<file path="config.mk">
export PLATFORM = sky130hd
export DESIGN_NAME = cbcs_gen
export DESIGN_NICKNAME = d
export VERILOG_FILES = /design/src/rtl/core/cbcs_pkg.sv /design/src/rtl/core/cbcs_gen.sv
export SDC_FILE = /design/constraint.sdc
export NUM_CORES = 1
export LEC_CHECK = 0
export ABC_AREA = 1
export BUFFER_PORTS_ARGS = -buffer_cell sky130_fd_sc_hd__buf_2
export CAP_MARGIN = 5
export CORE_UTILIZATION = 30
export DETAILED_ROUTE_END_ITERATION = 8
export GPL_ROUTABILITY_DRIVEN = 1
export PLACE_DENSITY_LB_ADDON = 0.25
export SLEW_MARGIN = 20
export SYNTH_ARGS = -nofsm -noshare
export SYNTH_HDL_FRONTEND = slang
export SYNTH_SLANG_ARGS = --single-unit
</file>
<file path="constraint.sdc">
create_clock -name clock -period 6.25 [get_ports clock]
set_input_delay 0.3125 -clock clock [delete_from_list [all_inputs] [get_ports clock]]
set_output_delay 0.3125 -clock clock [all_outputs]
set_load 0.05 [all_outputs]
</file>
<file path="src/rtl/core/cbcs_pkg.sv">
// shared types, constants and the square-root step for the bezier connector sampler
`timescale 1ns / 1ps
package cbcs_pkg;

   localparam int CoordW = 20;
   localparam int CtrlW = 27;
   localparam int KW = 25;
   localparam int NW = 6;
   localparam int TW = 16;
   localparam int QW = 17;
   localparam int RadW = 53;
   localparam int RootW = 54;
   localparam int ReqW = 80;
   localparam int RspW = 48;

   localparam logic [NW-1:0] MaxSegments = 6'd63;
   localparam logic [3:0] SqrtCycles = 4'd14;
   localparam logic [4:0] DivCycles = 5'd17;
   localparam logic [15:0] TensionReset = 16'd1434;
   localparam logic [15:0] DensityReset = 16'd1966;

   localparam logic CsrTension = 1'b0;
   localparam logic CsrDensity = 1'b1;

   typedef struct packed {
      logic signed [CoordW-1:0] sx;
      logic signed [CoordW-1:0] sy;
      logic signed [CoordW-1:0] ex;
      logic signed [CoordW-1:0] ey;
      logic signed [CtrlW-1:0] c1x;
      logic signed [CtrlW-1:0] c2x;
   } coord_type;

   typedef struct packed {
      coord_type c;
      logic [NW-1:0] n;
      logic [QW-1:0] q;
      logic [NW-1:0] r;
   } job_type;

   typedef struct packed {
      coord_type c;
      logic [TW-1:0] t;
      logic [NW-1:0] idx;
      logic last;
   } pt_type;

   typedef struct packed {
      coord_type c;
      logic [NW-1:0] idx;
      logic last;
   } meta_type;

   typedef struct packed {
      logic [RadW-1:0] v;
      logic [RootW-1:0] root;
      logic [RootW-1:0] pos;
   } sqrt_type;

   // one digit of the bit-pair integer square root
   function automatic sqrt_type sqrt_step(sqrt_type s);
      sqrt_type o;
      logic [RootW-1:0] sum;
      o = s;
      sum = s.root + s.pos;
      if (s.pos != '0) begin
         if ({1'b0, s.v} >= sum) begin
            o.v = s.v - sum[RadW-1:0];
            o.root = (s.root >> 1) + s.pos;
         end else begin
            o.root = s.root >> 1;
         end
         o.pos = s.pos >> 2;
      end
      return o;
   endfunction

endpackage

</file>
<file path="src/rtl/core/cbcs_gen.sv">
// point sequencer: walks t = i/n one point per cycle while advance is high and marks the end point
`timescale 1ns / 1ps
module cbcs_gen (
   input  logic                clock,
   input  logic                reset,
   input  logic                job_valid,
   output logic                job_ready,
   input  cbcs_pkg::job_type   job,
   input  logic                advance,
   output logic                pt_valid,
   output cbcs_pkg::pt_type    pt
);

   logic busy_ff;
   cbcs_pkg::job_type job_ff;
   logic [5:0] i_ff;
   logic [16:0] t_ff;
   logic [5:0] r_ff;
   logic [6:0] rsum;
   logic is_last;

   assign is_last = (i_ff == job_ff.n);
   assign rsum = {1'b0, r_ff} + {1'b0, job_ff.r};
   assign job_ready = !busy_ff;

   always_ff @(posedge clock) begin
      if (reset) begin
         busy_ff <= 1'b0;
      end else if (!busy_ff) begin
         busy_ff <= job_valid;
      end else if (advance && is_last) begin
         busy_ff <= 1'b0;
      end
   end

   always_ff @(posedge clock) begin
      if (!busy_ff) begin
         job_ff <= job;
         i_ff <= '0;
         t_ff <= '0;
         r_ff <= '0;
      end else if (advance && !is_last) begin
         i_ff <= i_ff + 6'd1;
         // running remainder keeps t equal to floor(i * 65536 / n)
         if (rsum >= {1'b0, job_ff.n}) begin
            r_ff <= 6'(rsum - {1'b0, job_ff.n});
            t_ff <= t_ff + job_ff.q + 17'd1;
         end else begin
            r_ff <= rsum[5:0];
            t_ff <= t_ff + job_ff.q;
         end
      end
   end

   assign pt_valid = busy_ff;

   always_comb begin
      pt.c = job_ff.c;
      pt.t = t_ff[15:0];
      pt.idx = i_ff;
      pt.last = is_last;
   end

endmodule

</file>
======== Yosys cells after proc, flatten, opt, wreduce, memory -nomap -nowiden ========
Index checks and enable logic that the tools add are counted.
storage, ports and cells
  register bits after elaboration ......... 193
  input bits .............................. 167
  output and inout port bits .............. 159
  logic and storage cells ................. 28
operators by class
  $add $sub $neg .......................... 5
  magnitude comparators ................... 1
  equality and inequality tests ........... 1
  mux-type cells .......................... 4
  reductions and logical operators ........ 4
operators with widths
  cell                     number
  $add A17 B1 Y17 const B  1
  $add A17 B17 Y17         1
  $mux W17                 1
  $add A6 B6 Y7            1
  $ge A7 B6 Y1             1
  $add A6 B1 Y6 const B    1
  $eq A6 B6 Y1             1
  $mux W6                  1
  $sub A6 B6 Y6            1
  $logic_and A1 B1 Y1      2
  $logic_not A1 Y1         2
  $mux W1                  2

======== Longest topological paths before layout ========
Gate-level depths: netlist of run 1.
  depth in word-level cells ............... 4
  gate-level depth with buffers ........... 23
  mapped depth without buffers ............ 23

======== Worst setup path after synthesis of run 1 ========
OpenSTA, ideal clock, no wires.
  path type ............................... register to register
  from .................................... register busy_ff, in the netlist pt_valid
  to ...................................... register job_ff[0] in the netlist's numbering, enable pin
  library setup time ...................... 1609 ps
  arrival ................................. 4224 ps
  required time ........................... 4641 ps
  slack ................................... 417 ps
  cell stages (with the launch flop) ...... 2
  buffers on the path ..................... 0
  clock period less this slack ............ 5833 ps
  path through ............................ dfxtp_1 -> clkinv_1
RTL lines
  element                   RTL line        text
  start: declaration        cbcs_gen.sv:14  logic busy_ff;
  start signal: assignment  cbcs_gen.sv:30  busy_ff <= job_valid;
  end signal: assignment    cbcs_gen.sv:38  job_ff <= job;
  end: declaration          cbcs_gen.sv:15  cbcs_pkg::job_type job_ff;
No word-level cell between the ends.

======== Worst setup path in the final report of run 1 ========
  from .................................... register job_ff[2] in the netlist's numbering
  to ...................................... register t_ff[9]
on the way
  cells in the longest elaborated chain, start to end .. 3
ends and longest elaborated chain
  element                 RTL line        text
  $add A6 B6 Y7           cbcs_gen.sv:23  assign rsum = {1'b0, r_ff} + {1'b0, job_ff.r};
  $ge A7 B6 Y1            cbcs_gen.sv:45  if (rsum >= {1'b0, job_ff.n}) begin
  $mux W17                cbcs_gen.sv:45
  end signal: assignment  cbcs_gen.sv:47  t_ff <= t_ff + job_ff.q + 17'd1;
  end signal: assignment  cbcs_gen.sv:50  t_ff <= t_ff + job_ff.q;
  end: declaration        cbcs_gen.sv:17  logic [16:0] t_ff;
No other way between the ends.
A chain may end at the register's enable or synchronous reset.

==> results of run 1 <==
[registers in the layout, indices dropped and copies added, names as in the netlist]
signal,count
t_ff,16
job_ff,28
r_ff,6
pt_valid,1
pt,134
i_ff,6
[synthesized netlist by cell type (5+ instances only)]
cell,number
xnor2_1,5
nand4_1,5
inv_1,88
nand2_2,10
nor2_4,6
nor2_2,7
o21ai_0,22
nand2_1,153
o211ai_1,5
a21oi_1,23
xor2_1,10
dfxtp_1,29
nor2_1,53
edfxtp_1,162
inv_2,6
buf_4,136
ha_1,29
nand3_1,31
[routing by layer]
layer / part of all wire [%] / vias up / GRT usage, % / wire [um]
li1: - / 2986 / - / -
met1: 43 / 2614 / 14.9 / 8450
met2: 49 / 180 / 21.2 / 9610
met3: 6.0 / 15 / 3.48 / 1170
met4: 1.1 / 0 / 4.13 / 214
met5: 0 / - / 0 / 0
[where the power goes]
part / leakage (uW) / total, uW / switching (uW) / internal, uW
clock network: 0.000278 / 1100 / 505 / 597
registers: 0.00187 / 1520 / 32.3 / 1490
logic: 0.00293 / 857 / 618 / 239
[stage by stage]
stage | instances | area, um^2 | hold slack (ns)
detailed placement | 1397 | 10200 | 0.484
global route | 1429 | 10800 | 0.0118
floorplan | 822 | 9070 | 0.391
CTS | 1429 | 10800 | 0.00763
global placement | 1397 | 10200 | 0.477
finish | 1429 | 10800 | 0.0355
[logic make-up after synthesis]
| kind of cell | Yosys count | synth area share (%) |
|---|---|---|
| xor gates and xnor gates | 15 | 1.45 |
| AOI/OAI and AO/OA | 62 | 3.96 |
| buffers and inverters | 238 | 15.5 |
| DFF | 191 | 60.0 |
| adders and majority gates | 32 | 4.66 |
| and+or+nand+nor | 284 | 14.3 |
[worst paths after layout]
| path | from | end |
|---|---|---|
| setup reg to reg | job_ff[2]$_DFFE_PN_ | t_ff[9]$_SDFFE_PN0P_ |
| hold reg to reg | t_ff[9]$_SDFFE_PN0P_ | t_ff[9]$_SDFFE_PN0P_ |
| setup / recovery | job_ff[2]$_DFFE_PN_ | t_ff[9]$_SDFFE_PN0P_ |
| hold / removal | job[25] | job_ff[25]$_DFFE_PN_ |
[repair_timing]
| action | 4_1_cts | 5_1_grt |
|---|---|---|
| hold endpoints to repair | 1 | 0 |
| setup endpoints to repair | 0 | 0 |
| hold buffers | 1 | 0 |
[area by class of cell]
class / count / area, um^2
Sequential cell: 191 / 5450
Inverter: 95 / 362
Clock buffer: 18 / 429
Timing Repair Buffer: 329 / 1660
Clock inverter: 13 / 155
Fill cell: 3038 / 19000
Multi-Input combinational cell: 393 / 2210
Tap cell: 390 / 488
==> summary.md, run 1 <==
| Metric | Value |
|---|---|
| Crit Path Max Fanout | 14 |
| Crit Path Class | register to register |
| Most common cell on crit path | nand2_1 |
| CP required | 6.61 ns |
| Pre-CTS setup slack | 2.91 ns |
| FMAX | 0.296 GHz |
| Final setup vio count | 0 |
| Final WL | 19,400 um |
| Synth area leader | edfxtp_1 |
| Rows | 63 |
| Mean Syn Cell Area | 11.0 um^2 |
| CTS resizes | 0 |
| Top area cells in the synthesized netlist | edfxtp_1 54%, buf_4 11%, dfxtp_1 6.4% |
| Area growth from synthesis to layout | 18.6% |
| DP Wirelength | 14,500 um |
| Final Critical Period | 3.38 ns |
| Warnings from Yosys | 0 |
| First-pass GRT wire length | 29,100 um |
| Initial Utilization | 30.5% |
| Vias | 5,795 |
| Slowest cell on the critical path | ha_1 |
| Share of the synthesized area in the top cell type | 53.6% |
| Worst VDD drop | 0.161 mV |
| RSZ-0062 raised after global routing | false |
| GRT Overall Usage | 12.4% |
| Crit end category | register |
| GPL Wtd Cong | 0.780 |
| Final Hold Fails | 0 |
| NumNets Final | 1,226 |
| Top FF cell, synth | edfxtp_1 |
| Maxcap violations | 0 |
| Leak Pwr | 0.00508 uW |
| Async SR Flop Fraction | 0% |
| Core area | 29,700 um^2 |
| CTS tree | built |
| Hold Crit Depth | 1 |
| Full die area | 30,900 um^2 |
| CTS Buf Count | 17 |
| Final ANT Viol Nets | 0 |
| Share of post-route cells with drive strength above 1 | 38.6% |
| Reg2reg path depth | 20 |
| Setup slack, reg-to-reg | 2.87 ns |
| Synth Instances | 822 |
| Buf+Inv Stages, Crit Path | 2 |
| Crit path DAT | 3.75 ns |
| Final WS setup | 2.87 ns |
| Worst path top cell family by delay | simple AND/OR/NAND/NOR gates |
| Most frequent cells in the layout | 324 x buf_2, 162 x edfxtp_1, 153 x nand2_1, 88 x inv_1, 53 x nor2_1 |
| Post-synth EDFFs | 162 |
| Drt drc | 0 |
| Slew Limit Headroom | 37.7% |
| First-pass detailed-route iteration total | 5 |
| CP max stage delay | 0.38 ns |
| Root buf cell | clkbuf_16 |
| Netlist cell types | 39 |
| Worst path depth | 20 |
| Clk buf depth | 2 |
| Max H-tree Level | 4 |
| Initial antenna violation count | 0 |
| Crit path cell chain | ha_1 > a21oi_1 > nand2_1 > a21oi_1 > nor2_1 > nor2_1 > xor2_1 > inv_1 > ha_1 > nand2_1 > inv_1 > nand2_1 > nand4_1 > nor2_4 > nor2_2 > nand2_1 > nor2_4 > nor2_1 > o21ai_0 > a21oi_1 |
| Commonest non-fill, non-tap cell in the layout | buf_2 |
| Post-CTS setup buffers | 0 |
| Vias in the first global route | 5,386 |
| Total power | 3480 uW |
| Num Clock Sinks | 191 |
| Setup_tns | 0 ns |
| Status | completed |
| Post-synthesis sequential area ratio | 60.0% |
| Final period util | 54.1% |
| Die span in x | 176 um |
| I/O Pins | 326 |
| Synth Net Count | 1,021 |
| Largest net degree at the start of global routing | 98 |
| DRT iter0 DRCs | 302 |
| Routed len/inst | 13.6 um |
| Worst hold-check path type | input port to register |
| Final Core Density | 36.2% |
| Worst Skew | 0.0183 ns |
| Clk_lat worst skew | 0.45 ns |
| Worst-path clk slew | 0.08 ns |
| Cell area after synthesis | 9070 um^2 |
| Die height | 176 um |
| Seq cells post-synth | 191 |
| Ant diodes | 0 |
| Worst-Margin Slew | 0.934 ns |
| Vias per cell | 4.06 |
| Critical path startpoint category | register |
| Port bufs | 324 |
| Pwr per Cell Area | 324 nW/um^2 |
| Final Max Slew Viols | 0 |
| Total grt overflow | 0 |
Note: power is estimated with default switching activity, not from simulation.
==> run 2: changes to the inputs <==
- clock period: 6.25 -> 3.3 ns (I/O delays scaled with it)
==> run 2 against run 1 <==
Effect of this change: clock skew fell by 0.0077 ns; non-clock buffer count up 167; first-iteration DRC count shrank 15%; total power rose by 93%; worst setup slack got worse by 2.6 ns; register-to-register slack worse by 2.6 ns; via count up 12%; critical endpoint is now t_ff[5]$_SDFFE_PN0P_; largest power group unchanged.
==> summary.md, run 2 (synthesis results as in run 1) <==
| Metric | Value |
|---|---|
| Status | completed |
| Area growth from synthesis to layout | 37.2% |
| Final WL | 21,000 um |
| CTS Buf Count | 17 |
| Initial antenna violation count | 0 |
| Ant diodes | 0 |
| Final ANT Viol Nets | 0 |
| Routed len/inst | 13.2 um |
| RSZ-0062 raised after global routing | true |
| Worst VDD drop | 0.309 mV |
| Full die area | 30,900 um^2 |
| Core area | 29,700 um^2 |
| Final Max Slew Viols | 0 |
| Final period util | 93.1% |
| Max H-tree Level | 4 |
| Root buf cell | clkbuf_16 |
| Maxcap violations | 0 |
| Drt drc | 0 |
| Worst Skew | 0.0106 ns |
| Worst-Margin Slew | 0.626 ns |
| Slew Limit Headroom | 58.3% |
| DRT iter0 DRCs | 258 |
| NumNets Final | 1,393 |
| Pwr per Cell Area | 541 nW/um^2 |
| Clk buf depth | 2 |
| Die span in x | 176 um |
| Post-CTS setup buffers | 0 |
| Crit path DAT | 3.40 ns |
| Pre-CTS setup slack | 0.221 ns |
| Leak Pwr | 0.00578 uW |
| Final WS setup | 0.229 ns |
| Vias per cell | 4.07 |
| Worst hold-check path type | input port to register |
| Port bufs | 324 |
| Final Hold Fails | 0 |
| Most frequent cells in the layout | 324 x buf_2, 164 x dlygate4sd3_1, 162 x edfxtp_1, 152 x nand2_1, 88 x inv_1 |
| Commonest non-fill, non-tap cell in the layout | buf_2 |
| Total grt overflow | 0 |
| CP required | 3.63 ns |
| CTS tree | built |
| Crit end category | register |
| Initial Utilization | 30.5% |
| Crit Path Max Fanout | 7 |
| Die height | 176 um |
| Number of flip-flops in the largest register | 134 |
| WHS | 0.245 ns |
| Vias | 6,501 |
| DP Wirelength | 14,800 um |
| GRT Overall Usage | 13.4% |
| Final std cells w/o fill | 1,597 |
| Total power | 6730 uW |
| Share of post-route cells with drive strength above 1 | 33.9% |
| Rows | 63 |
| FMAX | 0.326 GHz |
| Critical path startpoint category | register |
| Worst-path clk slew | 0.08 ns |
| Final Critical Period | 3.07 ns |
| Crit Path Class | register to register |
| Num Clock Sinks | 191 |
| Vias in the first global route | 6,316 |
| I/O Pins | 326 |
| Clk_lat worst skew | 0.44 ns |
| Final setup vio count | 0 |
| GPL Wtd Cong | 0.795 |
| Largest net degree at the start of global routing | 66 |
| # placed instances | 1,401 |
| First-pass GRT wire length | 32,100 um |
| First-pass detailed-route iteration total | 4 |
run 2: cell count changes in the layout (fill, tap and decap cells not counted), moves of 2 or more:
| cell | change |
|---|---|
| dlygate4sd3_1 | +163 |
| clkinv_4 | +4 |
| buf_4 | +3 |
| inv_8 | +3 |
| inv_6 | -2 |
run 2: worst paths after layout:
path | slack, ns | to | startpoint | cells after the start
worst max-delay path | 0.23 | t_ff[5]$_SDFFE_PN0P_ | r_ff[0]$_SDFFE_PN0P_ | 20
worst max register to register | 0.23 | t_ff[5]$_SDFFE_PN0P_ | r_ff[0]$_SDFFE_PN0P_ | 20
worst min register to register | 0.52 | r_ff[0]$_SDFFE_PN0P_ | r_ff[0]$_SDFFE_PN0P_ | 2
worst min-delay path | 0.24 | t_ff[9]$_SDFFE_PN0P_ | advance | 5
run 2: per-layer routing:
metal  vias to the layer above  share of wire (%)  track usage [%]
li1                       3335                  -                -
met1                      2942                 43             16.2
met2                       202                 50             23.3
met3                        22                4.9             3.03
met4                         0                1.7             5.04
met5                         -                  0                0
run 2: critical path, stage by stage, from the launching register on:
cell and delay (ns):
dfxtp_1 0.34, ha_1 0.20, inv_1 0.07, fa_1 0.39, inv_1 0.09, a31oi_1 0.09
xor2_1 0.18, inv_1 0.06, ha_1 0.33, nand2_1 0.13, inv_1 0.05, nand2_1 0.06
nand2_1 0.06, nor2_2 0.15, inv_1 0.07, nand2_1 0.07, nand3_2 0.18, nand2_1 0.17
nor2_1 0.05, o221ai_1 0.16, inv_1 0.05
run 2: timing repair:
item,in CTS,in global routing
gates resized for setup,0,4
hold buffers,164,0
endpoints found under the setup margin,0,15
hold endpoints to repair,163,0
run 2: final cells by class:
class | count | area, um^2
Clock buffer | 18 | 429
Clock inverter | 14 | 148
Fill cell | 2912 | 17300
Inverter | 95 | 362
Multi-Input combinational cell | 393 | 2230
Sequential cell | 191 | 5450
Tap cell | 390 | 488
Timing Repair Buffer | 496 | 3340
run 2: power by group:
part | total (uW) | switching [uW] | internal, uW
Clock | 2040 | 974 | 1070
Combinational | 1810 | 1210 | 598
Sequential | 2880 | 65.5 | 2820
run 2: per-stage QoR:
step	util, %	TNS, ns	instance area (um^2)
after floorplan	-	0	9070
final	41.9	0	12400
after global routing	41.9	-0.0245	12400
after CTS	41.8	0	12400
after global placement	34.3	0	10200
after detailed placement	34.3	0	10200
==> run 3: changes to the inputs <==
- CORE_UTILIZATION: 30 -> 50
- PLACE_DENSITY_LB_ADDON: 0.25 -> 0.1
==> run 3 against run 2 <==
Effect of this change: hold slack gained 0.0062 ns; worst setup slack better by 0.061 ns; utilization is 28 points higher; global-route usage increased by 8.5 points; clock skew up 0.0062 ns; highest routed layer unchanged; count of clock-buffer cells in the layout unchanged; clock power fell by 2%; combinational power about the same; cell count decreased by 10%.
==> summary.md, run 3 (synthesis results as in run 1) <==
| Metric | Value |
|---|---|
| GPL Wtd Cong | 0.858 |
| Drt drc | 0 |
| Routed len/inst | 14.5 um |
| Area growth from synthesis to layout | 35.0% |
| Crit Path Class | register to register |
| Reg2Reg Capture Point | t_ff[8]$_SDFFE_PN0P_ |
| WHS | 0.251 ns |
| Full die area | 18,700 um^2 |
| Most frequent cells in the layout | 324 x buf_2, 164 x dlygate4sd3_1, 162 x edfxtp_1, 152 x nand2_1, 88 x inv_1 |
| Crit Path Max Fanout | 7 |
| HP Start | advance |
| Worst hold-check path type | input port to register |
| # placed instances | 1,235 |
| Critical path startpoint category | register |
| Die height | 137 um |
| Clk buf depth | 2 |
| Maxcap violations | 0 |
| Num Clock Sinks | 191 |
| First-pass GRT wire length | 30,500 um |
| Worst Skew | 0.0168 ns |
| Die span in x | 137 um |
| Rows | 48 |
| Final Critical Period | 3.01 ns |
| Hold Crit Depth | 4 |
| Final Max Slew Viols | 0 |
| Initial Utilization | 51.9% |
| Core area | 17,500 um^2 |
| Final ANT Viol Nets | 0 |
| FMAX | 0.332 GHz |
| Leak Pwr | 0.00579 uW |
| NumNets Final | 1,394 |
| Worst-path clk slew | 0.08 ns |
| Buf+Inv Stages, Crit Path | 2 |
| DRT iter0 DRCs | 251 |
| Vias in the first global route | 6,152 |
| Slowest cell on the critical path | edfxtp_1 |
| Clk_lat worst skew | 0.43 ns |
| Crit end category | register |
| GRT Overall Usage | 21.9% |
| Pwr per Cell Area | 548 nW/um^2 |
| Setup_tns | 0 ns |
| Slew Limit Headroom | 48.9% |
| Final Hold Fails | 0 |
| Root buf cell | clkbuf_16 |
| RSZ-0062 raised after global routing | false |
| Total power | 6700 uW |
| Initial antenna violation count | 0 |
| Filler cells | 1,286 |
| Reg2reg path depth | 19 |
| DP Wirelength | 13,900 um |
| Status | completed |
| R2R Path Start | job_ff[2]$_DFFE_PN_ |
| CTS tree | built |
| Commonest non-fill, non-tap cell in the layout | buf_2 |
| Port bufs | 324 |
| Ant diodes | 0 |
| Number of flip-flops in the largest register | 134 |
| Worst-Margin Slew | 0.766 ns |
| Share of post-route cells with drive strength above 1 | 33.9% |
| Final period util | 91.2% |
| CP max stage delay | 0.42 ns |
| I/O Pins | 326 |
| Min-Delay Endpoint | i_ff[1]$_SDFFE_PN0P_ |
| Vias | 6,489 |
| Max H-tree Level | 4 |
| Worst path top cell family by delay | simple AND/OR/NAND/NOR gates |
| Worst VDD drop | 0.359 mV |
| Final std cells w/o fill | 1,433 |
| Vias per cell | 4.53 |
| First-pass detailed-route iteration total | 5 |
| CTS Buf Count | 17 |
| Crit path cell chain | ha_4 > a21oi_1 > nand2_1 > a21oi_1 > nor2_1 > nor2_1 > xor2_1 > inv_1 > ha_1 > nand2_1 > inv_1 > nand2_1 > nand4_1 > nor2_4 > nor2_4 > nand2_4 > nor2_1 > xor2_1 > a21oi_1 |
| Crit path DAT | 3.31 ns |
| Largest net degree at the start of global routing | 137 |
| Setup slack, reg-to-reg | 0.29 ns |
| Final setup vio count | 0 |
| Total grt overflow | 0 |
| CP required | 3.60 ns |
| Final WL | 20,800 um |
==> run 3: layout make-up <==
class / count / area (um^2) / area share, %
flip-flops and latches: 191 / 5450 / 44.5
repair buffers: 497 / 3340 / 27.3
multi-input cells: 393 / 2230 / 18.2
clock buffers: 18 / 429 / 3.51
inverters: 95 / 362 / 2.95
well taps: 225 / 282 / 2.30
clock inverters: 14 / 153 / 1.25
==> run 3: worst max-delay path by stage <==
stage / from / end / depth (start not counted)
6_report: job_ff[2]$_DFFE_PN_ / t_ff[8]$_SDFFE_PN0P_ / 19
5_1_grt: job_ff[2]$_DFFE_PN_ / t_ff[9]$_SDFFE_PN0P_ / 20
4_1_cts: job_ff[2]$_DFFE_PN_ / t_ff[8]$_SDFFE_PN0P_ / 19
3_5_place_dp: job_ff[2]$_DFFE_PN_ / t_ff[8]$_SDFFE_PN0P_ / 19
3_3_place_gp: job_ff[2]$_DFFE_PN_ / t_ff[8]$_SDFFE_PN0P_ / 19
2_1_floorplan: job_ff[2]$_DFFE_PN_ / t_ff[9]$_SDFFE_PN0P_ / 18
==> run 3: timing repair <==
item / in CTS / in global routing
setup endpoints to repair: 0 / 13
hold buffers: 164 / 0
buffers inserted: 0 / 2
gates resized for setup: 0 / 3
hold endpoints to repair: 163 / 0
==> run 3: tightest hold or removal path, cell delays in order <==
cell,delay [ns]
buf_2,0.11
nand2_1,0.08
buf_4,0.19
a21oi_1,0.08
==> run 3: layer usage <==
layer	GRT usage, %	routed length, um
met1	26.1	8510
met2	39.1	10800
met3	3.78	1160
met4	8.70	403
met5	0	0
==> run 3: report_power, final <==
| part | internal (uW) | leakage (uW) | switching [uW] | total [uW] |
|---|---|---|---|---|
| registers | 2820 | 0.00187 | 63.9 | 2880 |
| logic | 613 | 0.00364 | 1210 | 1820 |
| clock network | 1010 | 0.000280 | 990 | 2000 |
| total | 4440 | 0.00579 | 2260 | 6700 |
==> run 3: through the flow <==
| step | utilization (%) | worst slack (ns) | cell area, um^2 |
|---|---|---|---|
| floorplan | - | 0.515 | 9070 |
| global placement | 57.2 | 0.236 | 9990 |
| detailed placement | 57.2 | 0.171 | 9990 |
| CTS | 69.9 | 0.150 | 12200 |
| global route | 70.1 | 0.0109 | 12200 |
| finish | 70.1 | 0.290 | 12200 |
